===== src/hdl/sld_pkg.sv =====
// Shared types and constants for the sync/length deframer.
// No dependencies; the core, front end, queue and output stage refer to this package.
package sld_pkg;

    // Result kinds
    localparam logic [1:0] KIND_BYTE  = 2'd0;
    localparam logic [1:0] KIND_EMPTY = 2'd1;
    localparam logic [1:0] KIND_ERROR = 2'd2;

    // Configuration register indexes and port widths
    localparam int CFG_IDX_W  = 2;
    localparam int CFG_DATA_W = 16;
    localparam logic [CFG_IDX_W-1:0] CFG_SYNC_FIRST  = 2'd0;
    localparam logic [CFG_IDX_W-1:0] CFG_SYNC_SECOND = 2'd1;
    localparam logic [CFG_IDX_W-1:0] CFG_MAX_LEN     = 2'd2;

    // Register reset values
    localparam logic [7:0]  RST_SYNC_FIRST  = 8'hBE;
    localparam logic [7:0]  RST_SYNC_SECOND = 8'hEF;
    localparam logic [15:0] RST_MAX_LEN     = 16'd1024;

    // Hard ceiling on payload length
    localparam int DEFAULT_MAX_LEN_LIMIT = 65535;

    // Queue between classifier and output stage
    localparam int QUEUE_DEPTH = 4;
    localparam int QUEUE_PTR_W = $clog2(QUEUE_DEPTH);
    localparam int QUEUE_CNT_W = $clog2(QUEUE_DEPTH + 1);

    typedef struct packed {
        logic [1:0] result_kind;
        logic [7:0] payload_byte;
        logic       last_of_message;
    } t_result;

endpackage


===== src/hdl/sld_in_if.sv =====
// Input byte channel: valid/ready handshake carrying one stream byte.
// Depends on nothing.
interface sld_in_if;
    logic       valid;
    logic       ready;
    logic [7:0] data_byte;

    modport source (output valid, output data_byte, input ready);
    modport sink   (input valid, input data_byte, output ready);
endinterface


===== src/hdl/sld_out_if.sv =====
// Result channel: valid/ready handshake carrying one deframer result.
// Depends on nothing.
interface sld_out_if;
    logic       valid;
    logic       ready;
    logic [1:0] result_kind;
    logic [7:0] payload_byte;
    logic       last_of_message;

    modport source (output valid, output result_kind, output payload_byte,
                    output last_of_message, input ready);
    modport sink   (input valid, input result_kind, input payload_byte,
                    input last_of_message, output ready);
endinterface


===== src/hdl/sync_length_deframer_core.sv =====
// Sync-word, length-prefixed deframer: takes one stream byte per clock, hunts
// for the two configured header bytes, gathers a 4-byte little-endian length
// and passes on the payload bytes, marking the last; a zero length gives an
// empty-message result and a length above the smaller of the CFG_MAX_LEN
// register and MAX_LEN_LIMIT gives an error result, after which the hunt
// restarts. A byte is taken every clock while the four-entry result queue
// has room; each result passes through the queue and the output register
// before it is presented on the result channel. Write configuration only
// while no results are pending.
// Depends on sld_pkg, sld_in_if, sld_out_if, sld_front, sld_queue, sld_back.
module sync_length_deframer_core #(
    parameter int MAX_LEN_LIMIT = sld_pkg::DEFAULT_MAX_LEN_LIMIT
) (
    input  logic                           i_clk,
    input  logic                           i_rst_n,
    input  logic                           i_cfg_we,
    input  logic [sld_pkg::CFG_IDX_W-1:0]  i_cfg_idx,
    input  logic [sld_pkg::CFG_DATA_W-1:0] i_cfg_data,
    sld_in_if.sink                         i_in,
    sld_out_if.source                      o_out
);

    logic             q_full;
    logic             push;
    sld_pkg::t_result push_item;
    logic             pop;
    logic             q_valid;
    sld_pkg::t_result q_item;
    sld_pkg::t_result out_item;

    sld_front #(
        .MAX_LEN_LIMIT (MAX_LEN_LIMIT)
    ) u_front (
        .i_clk       (i_clk),
        .i_rst_n     (i_rst_n),
        .i_cfg_we    (i_cfg_we),
        .i_cfg_idx   (i_cfg_idx),
        .i_cfg_data  (i_cfg_data),
        .i_in_valid  (i_in.valid),
        .i_in_byte   (i_in.data_byte),
        .o_in_ready  (i_in.ready),
        .i_q_full    (q_full),
        .o_push      (push),
        .o_push_item (push_item)
    );

    sld_queue u_queue (
        .i_clk       (i_clk),
        .i_rst_n     (i_rst_n),
        .i_push      (push),
        .i_push_item (push_item),
        .o_full      (q_full),
        .i_pop       (pop),
        .o_valid     (q_valid),
        .o_item      (q_item)
    );

    sld_back u_back (
        .i_clk       (i_clk),
        .i_rst_n     (i_rst_n),
        .i_q_valid   (q_valid),
        .i_q_item    (q_item),
        .o_pop       (pop),
        .i_out_ready (o_out.ready),
        .o_out_valid (o_out.valid),
        .o_out_item  (out_item)
    );

    assign o_out.result_kind     = out_item.result_kind;
    assign o_out.payload_byte    = out_item.payload_byte;
    assign o_out.last_of_message = out_item.last_of_message;

endmodule


===== src/hdl/sld_front.sv =====
// Front end: configuration registers, header hunt, length gather and payload count.
// Depends on sld_pkg; pushes classified results into the queue.
module sld_front #(
    parameter int MAX_LEN_LIMIT = sld_pkg::DEFAULT_MAX_LEN_LIMIT
) (
    input  logic                           i_clk,
    input  logic                           i_rst_n,
    input  logic                           i_cfg_we,
    input  logic [sld_pkg::CFG_IDX_W-1:0]  i_cfg_idx,
    input  logic [sld_pkg::CFG_DATA_W-1:0] i_cfg_data,
    input  logic                           i_in_valid,
    input  logic [7:0]                     i_in_byte,
    output logic                           o_in_ready,
    input  logic                           i_q_full,
    output logic                           o_push,
    output sld_pkg::t_result               o_push_item
);

    localparam int LEFT_W = $clog2(MAX_LEN_LIMIT + 1);
    localparam logic [15:0] LEN_CEIL = 16'(MAX_LEN_LIMIT);

    localparam logic [2:0] PH_HUNT    = 3'd0;
    localparam logic [2:0] PH_SECOND  = 3'd1;
    localparam logic [2:0] PH_LENGTH  = 3'd2;
    localparam logic [2:0] PH_PAYLOAD = 3'd3;

    logic [7:0]        r_sync_first;
    logic [7:0]        r_sync_second;
    logic [15:0]       r_max_len;

    logic [2:0]        r_phase,   n_phase;
    logic [23:0]       r_len,     n_len;
    logic [1:0]        r_len_idx, n_len_idx;
    logic [LEFT_W-1:0] r_left,    n_left;

    logic              accept;
    logic [15:0]       limit;
    logic [31:0]       full_len;

    assign o_in_ready = !i_q_full;
    assign accept     = i_in_valid && !i_q_full;
    assign limit      = (r_max_len > LEN_CEIL) ? LEN_CEIL : r_max_len;
    assign full_len   = {i_in_byte, r_len};

    always_ff @(posedge i_clk) begin
        if (!i_rst_n) begin
            r_sync_first  <= sld_pkg::RST_SYNC_FIRST;
            r_sync_second <= sld_pkg::RST_SYNC_SECOND;
            r_max_len     <= sld_pkg::RST_MAX_LEN;
        end else if (i_cfg_we) begin
            case (i_cfg_idx)
                sld_pkg::CFG_SYNC_FIRST:  r_sync_first  <= i_cfg_data[7:0];
                sld_pkg::CFG_SYNC_SECOND: r_sync_second <= i_cfg_data[7:0];
                sld_pkg::CFG_MAX_LEN:     r_max_len     <= i_cfg_data;
                default: ;
            endcase
        end
    end

    always_comb begin
        n_phase     = r_phase;
        n_len       = r_len;
        n_len_idx   = r_len_idx;
        n_left      = r_left;
        o_push      = 1'b0;
        o_push_item = '{result_kind: sld_pkg::KIND_BYTE, payload_byte: 8'd0,
                        last_of_message: 1'b0};
        if (accept) begin
            unique case (r_phase)
                PH_SECOND: begin
                    // second-byte match wins; a repeated first byte keeps the hunt armed
                    if (i_in_byte == r_sync_second) begin
                        n_phase   = PH_LENGTH;
                        n_len     = '0;
                        n_len_idx = '0;
                    end else if (i_in_byte != r_sync_first) begin
                        n_phase = PH_HUNT;
                    end
                end
                PH_LENGTH: begin
                    unique case (r_len_idx)
                        2'd0: n_len[7:0]   = i_in_byte;
                        2'd1: n_len[15:8]  = i_in_byte;
                        2'd2: n_len[23:16] = i_in_byte;
                        default: ;
                    endcase
                    if (r_len_idx != 2'd3) begin
                        n_len_idx = r_len_idx + 2'd1;
                    end else begin
                        n_len_idx = '0;
                        if (full_len == 32'd0) begin
                            n_phase     = PH_HUNT;
                            o_push      = 1'b1;
                            o_push_item.result_kind     = sld_pkg::KIND_EMPTY;
                            o_push_item.last_of_message = 1'b1;
                        end else if (full_len > {16'd0, limit}) begin
                            n_phase = PH_HUNT;
                            o_push  = 1'b1;
                            o_push_item.result_kind = sld_pkg::KIND_ERROR;
                        end else begin
                            n_left  = full_len[LEFT_W-1:0];
                            n_phase = PH_PAYLOAD;
                        end
                    end
                end
                PH_PAYLOAD: begin
                    o_push                   = 1'b1;
                    o_push_item.payload_byte = i_in_byte;
                    if (r_left <= LEFT_W'(1)) begin
                        n_left                      = '0;
                        n_phase                     = PH_HUNT;
                        o_push_item.last_of_message = 1'b1;
                    end else begin
                        n_left = r_left - LEFT_W'(1);
                    end
                end
                default: begin
                    n_phase = (i_in_byte == r_sync_first) ? PH_SECOND : PH_HUNT;
                end
            endcase
        end
    end

    always_ff @(posedge i_clk) begin
        if (!i_rst_n) begin
            r_phase   <= PH_HUNT;
            r_len_idx <= '0;
            r_len     <= '0;
            r_left    <= '0;
        end else begin
            r_phase   <= n_phase;
            r_len_idx <= n_len_idx;
            r_len     <= n_len;
            r_left    <= n_left;
        end
    end

endmodule


===== src/hdl/sld_queue.sv =====
// Short result queue between the front end and the output stage.
// Depends on sld_pkg for the result type and depth.
module sld_queue (
    input  logic             i_clk,
    input  logic             i_rst_n,
    input  logic             i_push,
    input  sld_pkg::t_result i_push_item,
    output logic             o_full,
    input  logic             i_pop,
    output logic             o_valid,
    output sld_pkg::t_result o_item
);

    sld_pkg::t_result                 r_mem [sld_pkg::QUEUE_DEPTH];
    logic [sld_pkg::QUEUE_PTR_W-1:0]  r_wr_ptr;
    logic [sld_pkg::QUEUE_PTR_W-1:0]  r_rd_ptr;
    logic [sld_pkg::QUEUE_CNT_W-1:0]  r_count;

    assign o_full  = (r_count == sld_pkg::QUEUE_CNT_W'(sld_pkg::QUEUE_DEPTH));
    assign o_valid = (r_count != '0);
    assign o_item  = r_mem[r_rd_ptr];

    always_ff @(posedge i_clk) begin
        if (i_push) begin
            r_mem[r_wr_ptr] <= i_push_item;
        end
    end

    always_ff @(posedge i_clk) begin
        if (!i_rst_n) begin
            r_wr_ptr <= '0;
            r_rd_ptr <= '0;
            r_count  <= '0;
        end else begin
            if (i_push) begin
                r_wr_ptr <= r_wr_ptr + 1'b1;
            end
            if (i_pop) begin
                r_rd_ptr <= r_rd_ptr + 1'b1;
            end
            case ({i_push, i_pop})
                2'b10:   r_count <= r_count + 1'b1;
                2'b01:   r_count <= r_count - 1'b1;
                default: ;
            endcase
        end
    end

endmodule


===== src/hdl/sld_back.sv =====
// Output stage: registers one result and presents it on the result channel.
// Depends on sld_pkg for the result type.
module sld_back (
    input  logic             i_clk,
    input  logic             i_rst_n,
    input  logic             i_q_valid,
    input  sld_pkg::t_result i_q_item,
    output logic             o_pop,
    input  logic             i_out_ready,
    output logic             o_out_valid,
    output sld_pkg::t_result o_out_item
);

    logic             r_valid;
    sld_pkg::t_result r_item;

    // refill whenever the held result is empty or leaving this cycle
    assign o_pop       = i_q_valid && (!r_valid || i_out_ready);
    assign o_out_valid = r_valid;
    assign o_out_item  = r_item;

    always_ff @(posedge i_clk) begin
        if (!i_rst_n) begin
            r_valid <= 1'b0;
        end else if (o_pop) begin
            r_valid <= 1'b1;
        end else if (i_out_ready) begin
            r_valid <= 1'b0;
        end
    end

    always_ff @(posedge i_clk) begin
        if (o_pop) begin
            r_item <= i_q_item;
        end
    end

endmodule

===== src/flat_wrapper.sv =====
// flat-port wrapper written by rule: the top's interface ports become plain ports
module sync_length_deframer_core_flat 
#(
    parameter int MAX_LEN_LIMIT = sld_pkg::DEFAULT_MAX_LEN_LIMIT
)
  (i_clk, i_rst_n, i_cfg_we, i_cfg_idx, i_cfg_data, i_in_valid, i_in_data_byte, i_in_ready, o_out_valid, o_out_result_kind, o_out_payload_byte, o_out_last_of_message, o_out_ready);
  sld_in_if i_in_i ();
  sld_out_if o_out_i ();
  input  logic i_clk;
  input  logic i_rst_n;
  input  logic i_cfg_we;
  input  logic [sld_pkg::CFG_IDX_W-1:0] i_cfg_idx;
  input  logic [sld_pkg::CFG_DATA_W-1:0] i_cfg_data;
  input wire logic [$bits(i_in_i.valid)-1:0] i_in_valid;
  input wire logic [$bits(i_in_i.data_byte)-1:0] i_in_data_byte;
  output wire logic [$bits(i_in_i.ready)-1:0] i_in_ready;
  output wire logic [$bits(o_out_i.valid)-1:0] o_out_valid;
  output wire logic [$bits(o_out_i.result_kind)-1:0] o_out_result_kind;
  output wire logic [$bits(o_out_i.payload_byte)-1:0] o_out_payload_byte;
  output wire logic [$bits(o_out_i.last_of_message)-1:0] o_out_last_of_message;
  input wire logic [$bits(o_out_i.ready)-1:0] o_out_ready;
  assign i_in_i.valid = i_in_valid;
  assign i_in_i.data_byte = i_in_data_byte;
  assign i_in_ready = i_in_i.ready;
  assign o_out_valid = o_out_i.valid;
  assign o_out_result_kind = o_out_i.result_kind;
  assign o_out_payload_byte = o_out_i.payload_byte;
  assign o_out_last_of_message = o_out_i.last_of_message;
  assign o_out_i.ready = o_out_ready;
  sync_length_deframer_core #(.MAX_LEN_LIMIT(MAX_LEN_LIMIT)) u_core (.i_clk(i_clk), .i_rst_n(i_rst_n), .i_cfg_we(i_cfg_we), .i_cfg_idx(i_cfg_idx), .i_cfg_data(i_cfg_data), .i_in(i_in_i), .o_out(o_out_i));
endmodule

===== config.mk =====
export PLATFORM = sky130hd
export DESIGN_NAME = sync_length_deframer_core_flat
export DESIGN_NICKNAME = d
export VERILOG_FILES = /design/src/hdl/sld_pkg.sv /design/src/hdl/sld_in_if.sv /design/src/hdl/sld_out_if.sv /design/src/hdl/sync_length_deframer_core.sv /design/src/hdl/sld_front.sv /design/src/hdl/sld_queue.sv /design/src/hdl/sld_back.sv /design/src/flat_wrapper.sv
export SDC_FILE = /design/constraint.sdc
export NUM_CORES = 1
export LEC_CHECK = 0
export BUFFER_PORTS_ARGS = -buffer_cell sky130_fd_sc_hd__buf_2
export CORE_MARGIN = 8
export CORE_UTILIZATION = 51
export CTS_CLUSTER_SIZE = 10
export DETAILED_ROUTE_END_ITERATION = 10
export PLACE_DENSITY_LB_ADDON = 0.3
export SETUP_SLACK_MARGIN = 0.02
export SYNTH_ARGS = -nofsm -noshare
export SYNTH_HDL_FRONTEND = slang
export SYNTH_HIERARCHICAL = 1
export SYNTH_SLANG_ARGS = --single-unit

===== constraint.sdc =====
create_clock -name i_clk -period 4.25 [get_ports i_clk]
set_input_delay 0 -clock i_clk [delete_from_list [all_inputs] [get_ports i_clk]]
set_output_delay 0 -clock i_clk [all_outputs]
set_load 0.005 [all_outputs]

# Word level (Yosys, flattened, before mapping)
# Memory sizes are Yosys's and may differ from the RTL's. A register that Yosys moved wholly into a read port is not among the register bits.
# Index checks and enable logic that the tools add are counted.
dict set report word_totals {
  reg_bits 85
  ram_bits 44
  inputBits 31
  output_inout_bits 13
  mem_count 1
}
dict set report op_classes {
  add_sub_neg 6
  n_lt_le_gt_ge 3
  eq_ne 23
  n_mux 42
  reduce_logical 22
}
# memory words word_bits rd rd_ports_with_merged_regs wr line_no
set memory_table {}
lappend memory_table {u_core.u_queue.r_mem 4 11 1 1 1 sld_queue.sv:14} ;# sld_pkg::t_result r_mem [sld_pkg::QUEUE_DEPTH];
# op n
set ops {}
lappend ops {{2-to-1 mux 16 bit} 5}
lappend ops {{one-hot mux 24 bit (2 select lines)} 1}
lappend ops {{greater-than comparator 32 x 16 -> 1 bit} 1}
lappend ops {{logical NOT 32 bit} 1}
lappend ops {{2-to-1 mux 8 bit} 4}
lappend ops {{one-hot mux 16 bit (2 select lines)} 1}
lappend ops {{2-to-1 mux 24 bit} 1}
lappend ops {{== test 8 bit} 2}
lappend ops {{greater-than comparator 16 bit (second input constant)} 1}
lappend ops {{less-or-equal comparator 16 x 1 -> 1 bit (second input constant)} 1}
lappend ops {{AND reduction 4 bit} 4}
lappend ops {{subtractor 16 x 1 -> 16 bit (second input constant)} 1}
lappend ops {{2-to-1 mux 3 bit} 5}
lappend ops {{2-to-1 mux 2 bit} 7}
lappend ops {{2-to-1 mux 1 bit} 12}
lappend ops {{inequality test 2 bit (second input constant)} 6}
lappend ops {{2-to-1 mux 11 bit} 1}
lappend ops {{one-hot mux 3 bit (3 select lines)} 1}
lappend ops {{inequality test 8 bit} 1}
lappend ops {{nonzero test 2 bit} 4}
lappend ops {{adder 2 x 1 -> 2 bit (second input constant)} 3}
lappend ops {{== test 2 x 1 -> 1 bit (second input constant)} 3}
lappend ops {{== test 2 bit (second input constant)} 3}
lappend ops {{== test 3 x 2 -> 1 bit (second input constant)} 2}
lappend ops {{other kinds (17)} 25}

# Logic depth before layout (Yosys ltp)
dict set report depth {
  word_depth 10
  mapped_depth 14
  mapped_depth_nobuf 14
}

# Hierarchy
# The synthesis kept the hierarchy.
# module n_inst cells_each area_each_um2
set modules_own_cells {}
lappend modules_own_cells {sld_front 1 521 4265.3}
lappend modules_own_cells {sld_queue 1 99 2031.9}
lappend modules_own_cells {sld_back 1 15 377.9}

# Worst setup path after synthesis
# OpenSTA, ideal clock, no wires.
dict set report synth_path {
  path_kind {reg-to-reg}
  start {reg u_core.u_front.r_max_len[1]}
  end {reg u_core/u_queue/r_count[2] in the netlist's numbering}
  setup_ns 0.076
  t_arrival_ns 2.907
  slack_ns 1.268
  path_stages_with_launch 15
  path_buffers 0
  cell_sequence {dfxtp_1 > inv_1 > ha_1 > nor2b_1 > o211ai_1 > a2111o_1 > nand3_1 > a21o_1 > a21o_1 > inv_1 > ha_1 > fa_1 > xnor2_1 > or3_1 > a21boi_0}
}
dict set report synth_via {
  elab_chain_len 10
  word_cells_on_any_way 12
  classes_between {order compare: 2; eq/ne: 2; mux: 7; reduce/logical: 1}
}
# item line_no
set synth_lines {}
lappend synth_lines {{start: declaration} sld_front.sv:29} ;# logic [15:0] r_max_len;
lappend synth_lines {{start signal: assignment} sld_front.sv:49} ;# r_max_len <= sld_pkg::RST_MAX_LEN;
lappend synth_lines {{start signal: assignment} sld_front.sv:54} ;# sld_pkg::CFG_MAX_LEN: r_max_len <= i_cfg_data;
lappend synth_lines {{greater-than comparator 16 bit} sld_front.sv:42} ;# assign limit = (r_max_len > LEN_CEIL) ? LEN_CEIL : r_max_len;
lappend synth_lines {{2-to-1 mux 16 bit *} sld_front.sv:42}
lappend synth_lines {{greater-than comparator 32 x 16 -> 1 bit *} sld_front.sv:96} ;# end else if (full_len > {16'd0, limit}) begin
lappend synth_lines {{2-to-1 mux 1 bit *} sld_front.sv:96}
lappend synth_lines {{2-to-1 mux 1 bit *} sld_front.sv:91} ;# if (full_len == 32'd0) begin
lappend synth_lines {{2-to-1 mux 1 bit *} sld_front.sv:87} ;# if (r_len_idx != 2'd3) begin
lappend synth_lines {{one-hot mux 1 bit (2 select lines) *} sld_front.sv:69} ;# unique case (r_phase)
lappend synth_lines {{2-to-1 mux 1 bit *} sld_front.sv:68} ;# if (accept) begin
lappend synth_lines {{via u_core.push} sync_length_deframer_core.sv:24} ;# logic push;
lappend synth_lines {{== test 2 x 1 -> 1 bit / == test 2 bit (equally long branches)} sld_queue.sv:41} ;# case ({i_push, i_pop})
lappend synth_lines {{one-hot mux 3 bit (2 select lines) / nonzero test 2 bit (equally long branches)} n/a}
lappend synth_lines {{end signal: assignment} sld_queue.sv:42} ;# 2'b10: r_count <= r_count + 1'b1;
lappend synth_lines {{end signal: assignment} sld_queue.sv:43} ;# 2'b01: r_count <= r_count - 1'b1;
lappend synth_lines {{end: declaration} sld_queue.sv:17} ;# logic [sld_pkg::QUEUE_CNT_W-1:0] r_count;
# Mark *: on every way through the listed nets, which the timed path passes. The rest lies on a longest branch.
# A chain may end at the register's enable or synchronous reset.

# Worst setup path in the final report
dict set report layout_path {
  start {reg u_core.u_front.r_max_len[7]}
  end {reg u_core/u_queue/r_count[2] in the netlist's numbering}
}
# Same word-level chain as after synthesis.

==> metrics <==
R2R Path End=u_core/u_queue/r_count[2]; critical path fanouts, max=7; crit path launch type=flop; drt via density=5.80; Slowest-stage cell, CP=a221oi_1; gr ovfl total=0; max_slew headroom=27.5%; final core utilization=59.6%; global-route wire length before repair=25600 um; synth cell count leaders=88 x nand2_1, 86 x dfxtp_1, 55 x edfxtp_1; RR Startpoint=u_core/u_front/r_max_len[7]; Final WS setup=just under 800 ps; DRC=0; TritonCTS Buffers=17; Worst Reg-to-Reg Cells=14; initial DRC count=466; CP endpoint kind=flop; largest net degree at the start of global routing=63; GR Layer Usage met2=roughly a third; nets=between 700 and 800; Max Freq=289 MHz; routability cong.=0.906; fillcell total=1099; Synth area leader=dfxtp_1; LEAKAGE=2.81 nW; Reg clk slew, reported paths=60 ps; Mapped Cells=about 640; Die X=130 um; Skew-Pair Late Insertion Delay=between 400 and 500 ps; post-route clock period utilization=81.3%; hold crit path type=input pin to flop; crit path DAT=3780 ps; Post-Route WL=15800 um; syn_area_per_cell=about 11 sq um; RSZ-0062 raised after global routing=false; Crit path required time=4580 ps; Synth Warn #=6; cts hold-fix bufs=17; Slew Viols, Final=0; total die area=17000 sq um; clock sink total=141; kind of critical path=flop to flop; Final Skew=6.75 ps; Min Clock Period, post-route=3460 ps; Starting Density=51.2%; GR Layer Usage met1=22.8%; htree depth=4; Final Hold Fails=0; syn nets=694; dpl hpwl=11000 um; Final setup viols=0; Post-synth EDFFs=55; ant diodes=0; post-synthesis cell area=6680 sq um; Crit path largest cell delay=570 ps; register area share after synthesis=50.5%; Pre-antenna DRT Iters=7; fraction of layout cells with a size suffix above 1=between 10% and 20%; async set-reset flop share out of synthesis=0%; GRT Max-Usage Layer=met2; I/O Buffers=between 40 and 50; Min Hold Slack=19.4 ps; top post-synthesis cells by area=dfxtp_1 26%, edfxtp_1 25%, ha_1 5.1%; post-route setup TNS=0 ps; worst setup path end=u_core/u_queue/r_count[2]; ys flop type=dfxtp_1; Yosys reg bits=141; worst vdd ir=0.269 mV; GR Util All Layers=19.8%; met3 usage=5.07%; area share of the leading cell type in the synthesized netlist=25.8%; antenna-violating nets left=0; average wire per standard cell=18.1 um; Die Y=130 um; synth unique cells=63; Root Buffer=clkbuf_16; pwr dens=389 nW/um^2; post-CTS resize count=0; worst slew pin tran=about 1100 ps; Post-Place Worst Slack=roughly 830 ps; Layout area overhead=16.4%; core region area=13000 sq um; worst setup path startpoint=u_core/u_front/r_max_len[7]; antenna violations before repair=0; setup bufs post-CTS=0; crit path cell chain=inv_1 -> ha_1 -> a21oi_1 -> o21ai_0 -> a221oi_1 -> nand3_1 -> a21o_1 -> a21o_1 -> inv_1 -> ha_1 -> fa_1 -> xnor2_1 -> or3_1 -> a21boi_0; row count=42; vias=5081; CTS Buffer Depth=2; TritonCTS clock tree=done; vias in the first global route=between 5k and 6k; Ports=44; most numerous cell in the Yosys netlist=nand2_1; status=completed; reg2reg setup slack=790 ps; number of max-cap violations=0
placed cells by master, fill, tap and decap left out, types with 9 or more instances in the layout:
master / count
and3_1: 9
a21oi_1: 38
dfxtp_1: 86
buf_2: 43
dlygate4sd3_1: 17
edfxtp_1: 55
nor4_1: 13
clkbuf_16: 18
ha_1: 27
nor3_1: 14
nand3_1: 18
inv_1: 30
mux2i_1: 27
xnor2_1: 18
nand4_1: 11
nor2_1: 44
and2_1: 18
mux4_2: 10
o21ai_0: 10
nand2_1: 88
through the flow:
step                      power [mW]  instance area (sq um)  instances
after floorplan                 1.50                   6680        635
after global placement          1.54                   7000        827
after detailed placement        1.55                   7000        827
after CTS                       3.05                   7770        876
after global routing            3.12                   7770        876
final                           3.02                   7770        876
worst max-delay path: cells and delay by family (launching register included):
kind / cells / cell delay [ps]
xor gates and xnor gates: 1 / 70
DFF: 1 / 330
adders and majority gates: 3 / 730
and+or+nand+nor: 2 / 530
AOI/OAI and AO/OA: 6 / 1560
buffers and inverters: 2 / 140
cell type report:
class | count | area [sq um] | share of cell area, %
sequential | 141 | 3370 | 43.4
clock buffer | 20 | 468 | 6.02
inverter | 31 | 116 | 1.50
multi-input combinational | 434 | 3060 | 39.3
tap | 176 | 220 | 2.84
clock inverter | 12 | 134 | 1.72
timing repair buffer | 62 | 400 | 5.15
cells by family after synthesis:
group / synth area share (%)
compound gates: 10.8
xor+xnor: 3.28
fa+ha+maj: 5.36
buf+inv: 3.69
flops: 50.5
mux: 7.82
simple gates: 18.5
routing by layer:
metal	vias up	part of all wire [%]
li1	2401	-
met1	2477	42
met2	167	50
met3	36	5.8
met4	0	2.8
met5	-	0
sequential cells by signal, summed over array words and instances, names as in the netlist, named ones only:
| signal | flops |
|---|---|
| u_core/u_front/r_phase | 2 |
| u_core/u_front/r_len | 24 |
| u_core/u_queue/r_count | 3 |
| u_core/u_front/r_max_len | 16 |
| u_core/u_queue/r_rd_ptr | 2 |
| u_core/u_front/r_sync_first | 8 |
| u_core/u_front/r_left | 16 |
| u_core/u_front/r_sync_second | 8 |
| u_core/u_front/r_len_idx | 2 |
| u_core/u_back/o_out_valid | 1 |
| u_core/u_queue/r_wr_ptr | 2 |
| u_core/u_queue/r_mem | 44 |
| u_core/u_back/o_out_item | 11 |
worst min path at each step:
stage / from / endpoint / cells after the start
floorplan: i_rst_n / u_core/u_back/o_out_valid / 1
global placement: i_cfg_data[10] / u_core/u_front/r_max_len[10] / 3
detailed placement: i_cfg_data[10] / u_core/u_front/r_max_len[10] / 3
CTS: i_cfg_idx[0] / u_core/u_front/r_sync_first[0] / 4
global route: i_cfg_idx[1] / u_core/u_front/r_sync_first[0] / 4
finish: i_cfg_idx[0] / u_core/u_front/r_sync_first[0] / 4
power by group:
part	internal, mW	leakage [nW]	switching, mW
clock network	0.918	0.300	0.571
logic	0.0477	1.38	0.0692
registers	1.41	1.13	0.00858
No activity file was read; power rests on OpenSTA's default activity.
